## src/rtl/dri_pkg.sv

```systemverilog
// dri_pkg: shared types, constants and the arctangent table for the pose integrator
// used by dri_ctrl, dri_datapath and dead_reckoning_pose_integrator
// no dependencies
package dri_pkg;

  localparam int DRI_CORDIC_STEPS = 24;
  localparam int DRI_ATAN_DEPTH   = 32;
  localparam int DRI_CFG_IDX_W    = 8;
  localparam int DRI_TDATA_IN_W   = 32;
  localparam int DRI_TDATA_OUT_W  = 168;

  // register indexes on the configuration channel
  localparam logic [DRI_CFG_IDX_W-1:0] DRI_REG_SPEED_GAIN   = 8'd0;
  localparam logic [DRI_CFG_IDX_W-1:0] DRI_REG_SPEED_OFFSET = 8'd1;
  localparam logic [DRI_CFG_IDX_W-1:0] DRI_REG_TURN_GAIN    = 8'd2;
  localparam logic [DRI_CFG_IDX_W-1:0] DRI_REG_TURN_OFFSET  = 8'd3;

  localparam logic signed [31:0] DRI_SPEED_GAIN_RST   = 32'sd108203;
  localparam logic signed [31:0] DRI_SPEED_OFFSET_RST = 32'sd396397;
  localparam logic signed [31:0] DRI_TURN_GAIN_RST    = 32'sd3950442;
  localparam logic signed [31:0] DRI_TURN_OFFSET_RST  = 32'sd614600;

  // cordic gain limit in Q2.30, carried in the 34-bit rotation width
  localparam logic signed [33:0] DRI_CORDIC_K = 34'sh026DD3B6A;

  localparam logic signed [47:0] DRI_POS_MAX = 48'sh7FFF_FFFF_FFFF;
  localparam logic signed [47:0] DRI_POS_MIN = 48'sh8000_0000_0000;

  // quadrant codes from the top two heading bits
  localparam logic [1:0] DRI_QUAD_0 = 2'd0;
  localparam logic [1:0] DRI_QUAD_1 = 2'd1;
  localparam logic [1:0] DRI_QUAD_2 = 2'd2;

  typedef struct packed {
    logic load;
    logic scale;
    logic update;
    logic rot;
    logic mulx;
    logic accx;
    logic muly;
    logic accy;
    logic emit;
  } dri_cmd_t;

  typedef struct packed {
    logic rot_last;
  } dri_sts_t;

  // arctangent of 2^-i as binary angle, full turn 2^32
  function automatic logic [31:0] dri_atan(input logic [4:0] i);
    logic [31:0] a;
    case (i)
      5'd0:  a = 32'h20000000;
      5'd1:  a = 32'h12E4051E;
      5'd2:  a = 32'h09FB385B;
      5'd3:  a = 32'h051111D4;
      5'd4:  a = 32'h028B0D43;
      5'd5:  a = 32'h0145D7E1;
      5'd6:  a = 32'h00A2F61E;
      5'd7:  a = 32'h00517C55;
      5'd8:  a = 32'h0028BE53;
      5'd9:  a = 32'h00145F2F;
      5'd10: a = 32'h000A2F98;
      5'd11: a = 32'h000517CC;
      5'd12: a = 32'h00028BE6;
      5'd13: a = 32'h000145F3;
      5'd14: a = 32'h0000A2FA;
      5'd15: a = 32'h0000517D;
      5'd16: a = 32'h000028BE;
      5'd17: a = 32'h0000145F;
      5'd18: a = 32'h00000A30;
      5'd19: a = 32'h00000518;
      5'd20: a = 32'h0000028C;
      5'd21: a = 32'h00000146;
      5'd22: a = 32'h000000A3;
      5'd23: a = 32'h00000051;
      5'd24: a = 32'h00000029;
      5'd25: a = 32'h00000014;
      5'd26: a = 32'h0000000A;
      5'd27: a = 32'h00000005;
      5'd28: a = 32'h00000003;
      5'd29: a = 32'h00000001;
      5'd30: a = 32'h00000001;
      default: a = 32'h00000000;
    endcase
    return a;
  endfunction

endpackage

```

## src/rtl/dri_ctrl.sv

```systemverilog
// dri_ctrl: sequencer for one pose update and the output handshake
// depends on dri_pkg (command and status structs)
module dri_ctrl
  import dri_pkg::*;
(
  input  logic     clk,
  input  logic     rst,
  input  logic     s_tvalid,
  output logic     s_tready,
  output logic     m_tvalid,
  input  logic     m_tready,
  output dri_cmd_t cmd,
  input  dri_sts_t sts
);

  typedef enum logic [8:0] {
    ST_IDLE   = 9'b000000001,
    ST_SCALE  = 9'b000000010,
    ST_UPDATE = 9'b000000100,
    ST_ROT    = 9'b000001000,
    ST_MULX   = 9'b000010000,
    ST_ACCX   = 9'b000100000,
    ST_MULY   = 9'b001000000,
    ST_ACCY   = 9'b010000000,
    ST_EMIT   = 9'b100000000
  } state_t;

  state_t state, state_next;
  logic   out_free;

  assign s_tready = (state == ST_IDLE);
  assign out_free = !m_tvalid || m_tready;

  always_comb begin
    state_next = state;
    cmd        = '0;
    case (state)
      ST_IDLE: begin
        if (s_tvalid) begin
          cmd.load   = 1'b1;
          state_next = ST_SCALE;
        end
      end
      ST_SCALE: begin
        cmd.scale  = 1'b1;
        state_next = ST_UPDATE;
      end
      ST_UPDATE: begin
        cmd.update = 1'b1;
        state_next = ST_ROT;
      end
      ST_ROT: begin
        cmd.rot = 1'b1;
        if (sts.rot_last) begin
          state_next = ST_MULX;
        end
      end
      ST_MULX: begin
        cmd.mulx   = 1'b1;
        state_next = ST_ACCX;
      end
      ST_ACCX: begin
        cmd.accx   = 1'b1;
        state_next = ST_MULY;
      end
      ST_MULY: begin
        cmd.muly   = 1'b1;
        state_next = ST_ACCY;
      end
      ST_ACCY: begin
        cmd.accy   = 1'b1;
        state_next = ST_EMIT;
      end
      ST_EMIT: begin
        if (out_free) begin
          cmd.emit   = 1'b1;
          state_next = ST_IDLE;
        end
      end
      default: begin
        state_next = ST_IDLE;
      end
    endcase
  end

  always_ff @(posedge clk) begin
    if (rst) begin
      state    <= ST_IDLE;
      m_tvalid <= 1'b0;
    end else begin
      state <= state_next;
      if (cmd.emit) begin
        m_tvalid <= 1'b1;
      end else if (m_tready) begin
        m_tvalid <= 1'b0;
      end
    end
  end

  a_load_to_scale: assert property (@(posedge clk) disable iff (rst)
    s_tvalid && s_tready |=> state == ST_SCALE)
    else $error("accepted transaction did not start scaling");

  a_rot_exit: assert property (@(posedge clk) disable iff (rst)
    state == ST_ROT && sts.rot_last |=> state == ST_MULX)
    else $error("rotation did not hand over to the multiplier");

  a_emit_valid: assert property (@(posedge clk) disable iff (rst)
    cmd.emit |=> m_tvalid)
    else $error("result loaded but not presented");

  a_cmd_single: assert property (@(posedge clk) disable iff (rst)
    $onehot0(cmd))
    else $error("more than one datapath command at once");

endmodule

```

## config.mk

```make
export PLATFORM = sky130hd
export DESIGN_NAME = dri_ctrl
export DESIGN_NICKNAME = d
export VERILOG_FILES = /design/src/rtl/dri_pkg.sv /design/src/rtl/dri_ctrl.sv
export SDC_FILE = /design/constraint.sdc
export NUM_CORES = 1
export LEC_CHECK = 0
export BUFFER_PORTS_ARGS = -buffer_cell sky130_fd_sc_hd__buf_2
export CAP_MARGIN = 20
export CORE_MARGIN = 2
export CORE_UTILIZATION = 35
export DETAILED_ROUTE_END_ITERATION = 12
export PLACE_DENSITY_LB_ADDON = 0.1
export SLEW_MARGIN = 20
export SYNTH_ARGS = -nofsm -noshare
export SYNTH_HDL_FRONTEND = slang
export SYNTH_SLANG_ARGS = --single-unit
```

## constraint.sdc

```tcl
create_clock -name clk -period 2.76 [get_ports clk]
set_input_delay 0.828 -clock clk [delete_from_list [all_inputs] [get_ports clk]]
set_output_delay 0.828 -clock clk [all_outputs]
set_load 0.02 [all_outputs]
```

== Word-level counts from Yosys, hierarchy flattened ==
Index checks and enable logic that the tools add are counted.

* Memories kept: 0
* Bits of input ports: 5
* Bits in writable memories: 0
* Bits in latches: 0
* Output and inout bits: 11
* ROM bits: 0
* Register bits after elaboration: 10

* Add/subtract/negate cells: 0
* Shift-type cells: 0
* Magnitude comparators: 0
* Multipliers: 0
* Bitwise logic cells: 0
* Equality and inequality tests: 12
* Div/mod/pow operators: 0
* Muxes and demuxes: 17
* Reduce and logical (&&, ||, !) cells: 4

{| class="wikitable"
|+ Operators by type and width
! kind !! number
|-
| case mux 9 bit (9 select lines) || 1
|-
| 2-to-1 mux 9 bit || 3
|-
| 2-to-1 mux 1 bit || 13
|-
| == test 9 x 1 -> 1 bit, second input constant || 1
|-
| == test 9 x 2 -> 1 bit, second input constant || 1
|-
| == test 9 x 3 -> 1 bit, second input constant || 1
|-
| == test 9 x 4 -> 1 bit, second input constant || 1
|-
| == test 9 x 5 -> 1 bit, second input constant || 1
|-
| == test 9 x 6 -> 1 bit, second input constant || 1
|-
| == test 9 x 7 -> 1 bit, second input constant || 1
|-
| == test 9 x 8 -> 1 bit, second input constant || 1
|-
| == test 9 bit, second input constant || 1
|-
| inequality test 2 bit, second input constant || 3
|-
| AND reduction 3 bit || 1
|-
| nonzero test 2 bit || 1
|-
| logical NOT 1 bit || 1
|-
| logical OR 1 bit || 1
|}

== Logic depth before layout (Yosys ltp) ==
* Depth in word-level cells: 5
* Mapped depth: 6

== Worst setup path before layout ==
Ideal clock, no wire load.

* Kind: flip-flop to output port
* From: register state[5]
* To: output cmd[8] (netlist name)
* Cell stages (with the launch flop): 6
* Data required time: 1.932 ns
* Setup slack: 0.197 ns
* Data arrival time: 1.735 ns
* Cells stage by stage: dfxtp_1 > buf_6 > or4_4 > buf_6 > nor4b_4 > and2_2

{| class="wikitable"
|+ RTL lines
! what !! RTL line !! source
|-
| start: declaration || dri_ctrl.sv:28 || <nowiki>state_t state, state_next;</nowiki>
|-
| start signal: assignment || dri_ctrl.sv:91 || <nowiki>state <= state_next;</nowiki>
|-
| end: declaration || dri_ctrl.sv:12 || <nowiki>output dri_cmd_t cmd,</nowiki>
|}

==> summary.md <==
| Metric | Value |
|---|---|
| Outcome | finished clean |
| Tmin final | 2670 ps |
| Wire length of the first global-routing pass | 2170 um |
| Static leakage | 0.349 nW |
| Cell types with the highest counts after synthesis | 11 x sky130_fd_sc_hd__nor2_1, 10 x sky130_fd_sc_hd__dfxtp_1, 7 x sky130_fd_sc_hd__nand2_1 |
| Required arrival time at the worst endpoint | 1930 ps |
| Post-DP HPWL | 1000 um |
| Vias in the first global route | 532 |
| Transition time of the tightest slew-check pin | 394 ps |
| Internal power | 0.289 mW |
| Synth unique cells | 30 |
| Most repeated cell in the gate-level netlist after synthesis | sky130_fd_sc_hd__nor2_1 |
| Maximum buffer depth of the clock tree | 2 |
| Clock tree from TritonCTS | yes |
| Library cell with the largest summed area after synthesis | sky130_fd_sc_hd__dfxtp_1 |
| Rel. slew slack | 0.734 |
| Slowest-stage cell, CP | sky130_fd_sc_hd__or4_4 |
| Antenna viol nets, final | 0 |
| Die Outline Area | 2170 um^2 |
| HP Class | reg2reg |
| Total of warnings raised by yosys | 0 |
| Total number of vias | 611 |
| Highest fanout seen on the critical path | 9 |
| Synth Area in XOR/XNOR | 0.0276 |
| Core Rows | 15 |
| IO Pins | 16 |
| Layout Utilization | 0.451 |
| Average wire per cell in the routed design | 11.6 um |
| Final setup violation count | 0 |
| Delay of the slowest cell on the worst path | 590 ps |
| Count of flip-flops with a built-in enable after synthesis | 0 |
| Pwr dens | 546 nW/um^2 |
| First-pass detailed-route iteration total | 4 |
| Cell area after layout | 769 um^2 |
| Layout net count | 101 |
| Worst setup path category | reg2out |
| Layout cells sized above 1 | 0.305 |
| Top-area cell type share of the netlist area | 0.316 |
| Period utilisation layout | 0.967 |
| TritonCTS Sinks | 10 |
| Number of instances in the synthesized netlist | 80 |
| Maximum ir drop on the vdd rail | 0.244 mV |
| Number of port buffers | 15 |
| Type of origin of the critical path | flip-flop |
| Post-Synth Simple-Gate Area | 0.446 |
| Leading post-synthesis cells by cell area | sky130_fd_sc_hd__dfxtp_1 32%, sky130_fd_sc_hd__nor2_1 6.5%, sky130_fd_sc_hd__a21oi_1 4.7% |
| Pin count of the biggest net entering global routing | 10 |
| Setup skew after layout | 8.15 ps |
| Crit path max-delay family | simple AND/OR/NAND/NOR gates |
| Core box area | 1710 um^2 |
| CTS root buffer | sky130_fd_sc_hd__clkbuf_4 |
| Clock network fraction of design power | 0.318 |
| Post-Place Cell Area | 709 um^2 |
| Die boundary height | 46.6 um |
| Gr ovfl total | 0 |
| Total power of the final layout | 0.420 mW |
| Post-synthesis sequential element count | 10 |
| Switching portion of total power | 0.312 |
| Final Max Slew Viols | 0 |
| DR DRC count | 0 |
| Post-synthesis share of cell area spent on full adders, half adders and majority gates | 0 |
| Combinational cell fraction of total power | 0.287 |
| Antenna fix cells | 0 |
| Average vias per placed instance | 5.09 |
| Num CTS Buffers | 3 |
| Area growth from synthesis to layout | 21.3% |
| Crit path cell chain | or4_4 -> nor4b_4 -> and2_4 -> buf_2 |
| Fraction of registers with async set or reset after synthesis | 0 |
| Starting DRC count in detailed routing | 19 |
| FMAX | 0.375 GHz |
| Number of hold buffers added after cts | 0 |
| Net count of the mapped netlist | 85 |
| Htree depth | 1 |
| Hold Vio Cnt, Final | 0 |
| Number of antenna violations at the first check in global routing | 0 |
| Fraction of power consumed by sequential logic | 0.394 |
| Main combinational cell family by area after synthesis | simple AND/OR/NAND/NOR gates |
| Number of max-cap violations | 0 |
| Initial Utilization | 0.371 |
| Multiplexer share of the synthesized area | 0 |
| Share of the yosys chip area belonging to registers | 0.316 |
| Post-detailed-routing wire length | 1390 um |
| Register clock-pin slew on the reported worst setup and hold paths | 80 ps |
| Switching pwr | 0.131 mW |
| Global-route usage over all layers | 0.143 |
| Netlist Area Pre-Place | 634 um^2 |
| Horizontal die dimension | 46.6 um |
| Share of the synthesized area in compound gates (AO/OA/AOI/OAI) | 0.114 |
| Final weighted congestion in routability-driven placement | 0.702 |
| Predominant post-synthesis flop cell | sky130_fd_sc_hd__dfxtp_1 |
| Arr. time, crit path | 1840 ps |
| Worst-skew pair later-pin latency | 270 ps |
| Sort of element at the end of the critical path | output port |
| Syn Area/Cell | 7.93 um^2 |
| CP bufs+invs | 1 |
path summary, 6_finish.rpt:
path | from | end | slack, ps | depth (start not counted)
worst min-delay path | state[5] | state[7] | 510 | 1
worst min register to register | state[5] | state[7] | 510 | 1
worst max register to register | state[8] | state[2] | 1120 | 4
worst max-delay path | state[7] | cmd[8] | 90 | 4
stage by stage:
stage / TNS (ps) / instances / setup slack (ps) / hold WS (ps)
CTS: 0 / 120 / 8.35 / 519
global placement: 0 / 116 / 248 / 490
global route: -2.02 / 120 / -2.02 / 535
finish: 0 / 120 / 90.4 / 509
floorplan: 0 / 80 / 197 / 501
detailed placement: 0 / 116 / 271 / 508
cell families (layout without fill, tap and decap cells):
logic type / count (synthesis) / in the layout
DFF: 10 / 10
and+or+nand+nor: 45 / 45
xor gates and xnor gates: 2 / 2
AOI/OAI and AO/OA: 13 / 13
buffers and inverters: 10 / 25
final cells by class:
class / instances / area, um^2
fill: 193 / 938
multi-input combinational: 60 / 394
inverter: 4 / 15.0
clock buffer: 4 / 36.3
sequential: 10 / 203
tap: 25 / 31.3
timing repair buffer: 17 / 90.1
registers in the layout, summed over array words and instances, names as in the netlist:
name and count:
m_tvalid 1, state 9
routing by layer:
layer	GRT usage	share of wire	vias to the layer above
met5	0	0	-
met4	0.0686	0.0072	0
met3	0.0471	0.046	2
met2	0.217	0.45	17
met1	0.179	0.50	279
li1	-	-	313
power by group through the flow:
stage	clock network [mW]	registers, mW	logic, mW
after floorplan	0	0.163	0.0827
after global placement	0	0.167	0.110
after detailed placement	0	0.166	0.108
after CTS	0.136	0.163	0.111
after global routing	0.145	0.167	0.133
final	0.134	0.166	0.121
cells in the final DEF, fill, tap and decap left out:
master,count
sky130_fd_sc_hd__inv_1,4
sky130_fd_sc_hd__or3_4,1
sky130_fd_sc_hd__clkbuf_8,1
sky130_fd_sc_hd__nor4bb_1,1
sky130_fd_sc_hd__clkbuf_4,3
sky130_fd_sc_hd__nor2b_1,2
sky130_fd_sc_hd__and2_4,1
sky130_fd_sc_hd__o31ai_1,1
sky130_fd_sc_hd__nand3_1,2
sky130_fd_sc_hd__nor4b_4,1
sky130_fd_sc_hd__nor4_1,2
sky130_fd_sc_hd__o21bai_1,1
sky130_fd_sc_hd__o21ai_0,4
sky130_fd_sc_hd__buf_2,15
sky130_fd_sc_hd__nor4b_1,2
sky130_fd_sc_hd__nand2_1,7
sky130_fd_sc_hd__and3_1,1
sky130_fd_sc_hd__buf_4,2
sky130_fd_sc_hd__or4_4,1
sky130_fd_sc_hd__nand2b_1,1
sky130_fd_sc_hd__nor3_1,2
sky130_fd_sc_hd__nor3b_2,1
sky130_fd_sc_hd__nor4_4,1
sky130_fd_sc_hd__dfxtp_2,2
sky130_fd_sc_hd__nor2_1,11
sky130_fd_sc_hd__dfxtp_1,8
sky130_fd_sc_hd__and4b_1,1
sky130_fd_sc_hd__xor2_1,2
sky130_fd_sc_hd__nor3b_1,4
sky130_fd_sc_hd__a21oi_1,6
sky130_fd_sc_hd__nand3b_1,3
sky130_fd_sc_hd__o211ai_1,1
repair_timing:
action | in CTS | in global routing
pin swaps | 0 | 2
buffers inserted | 0 | 0
gates resized for setup | 1 | 5
setup endpoints to repair | 2 | 3
(Power assumes the default switching activity.)
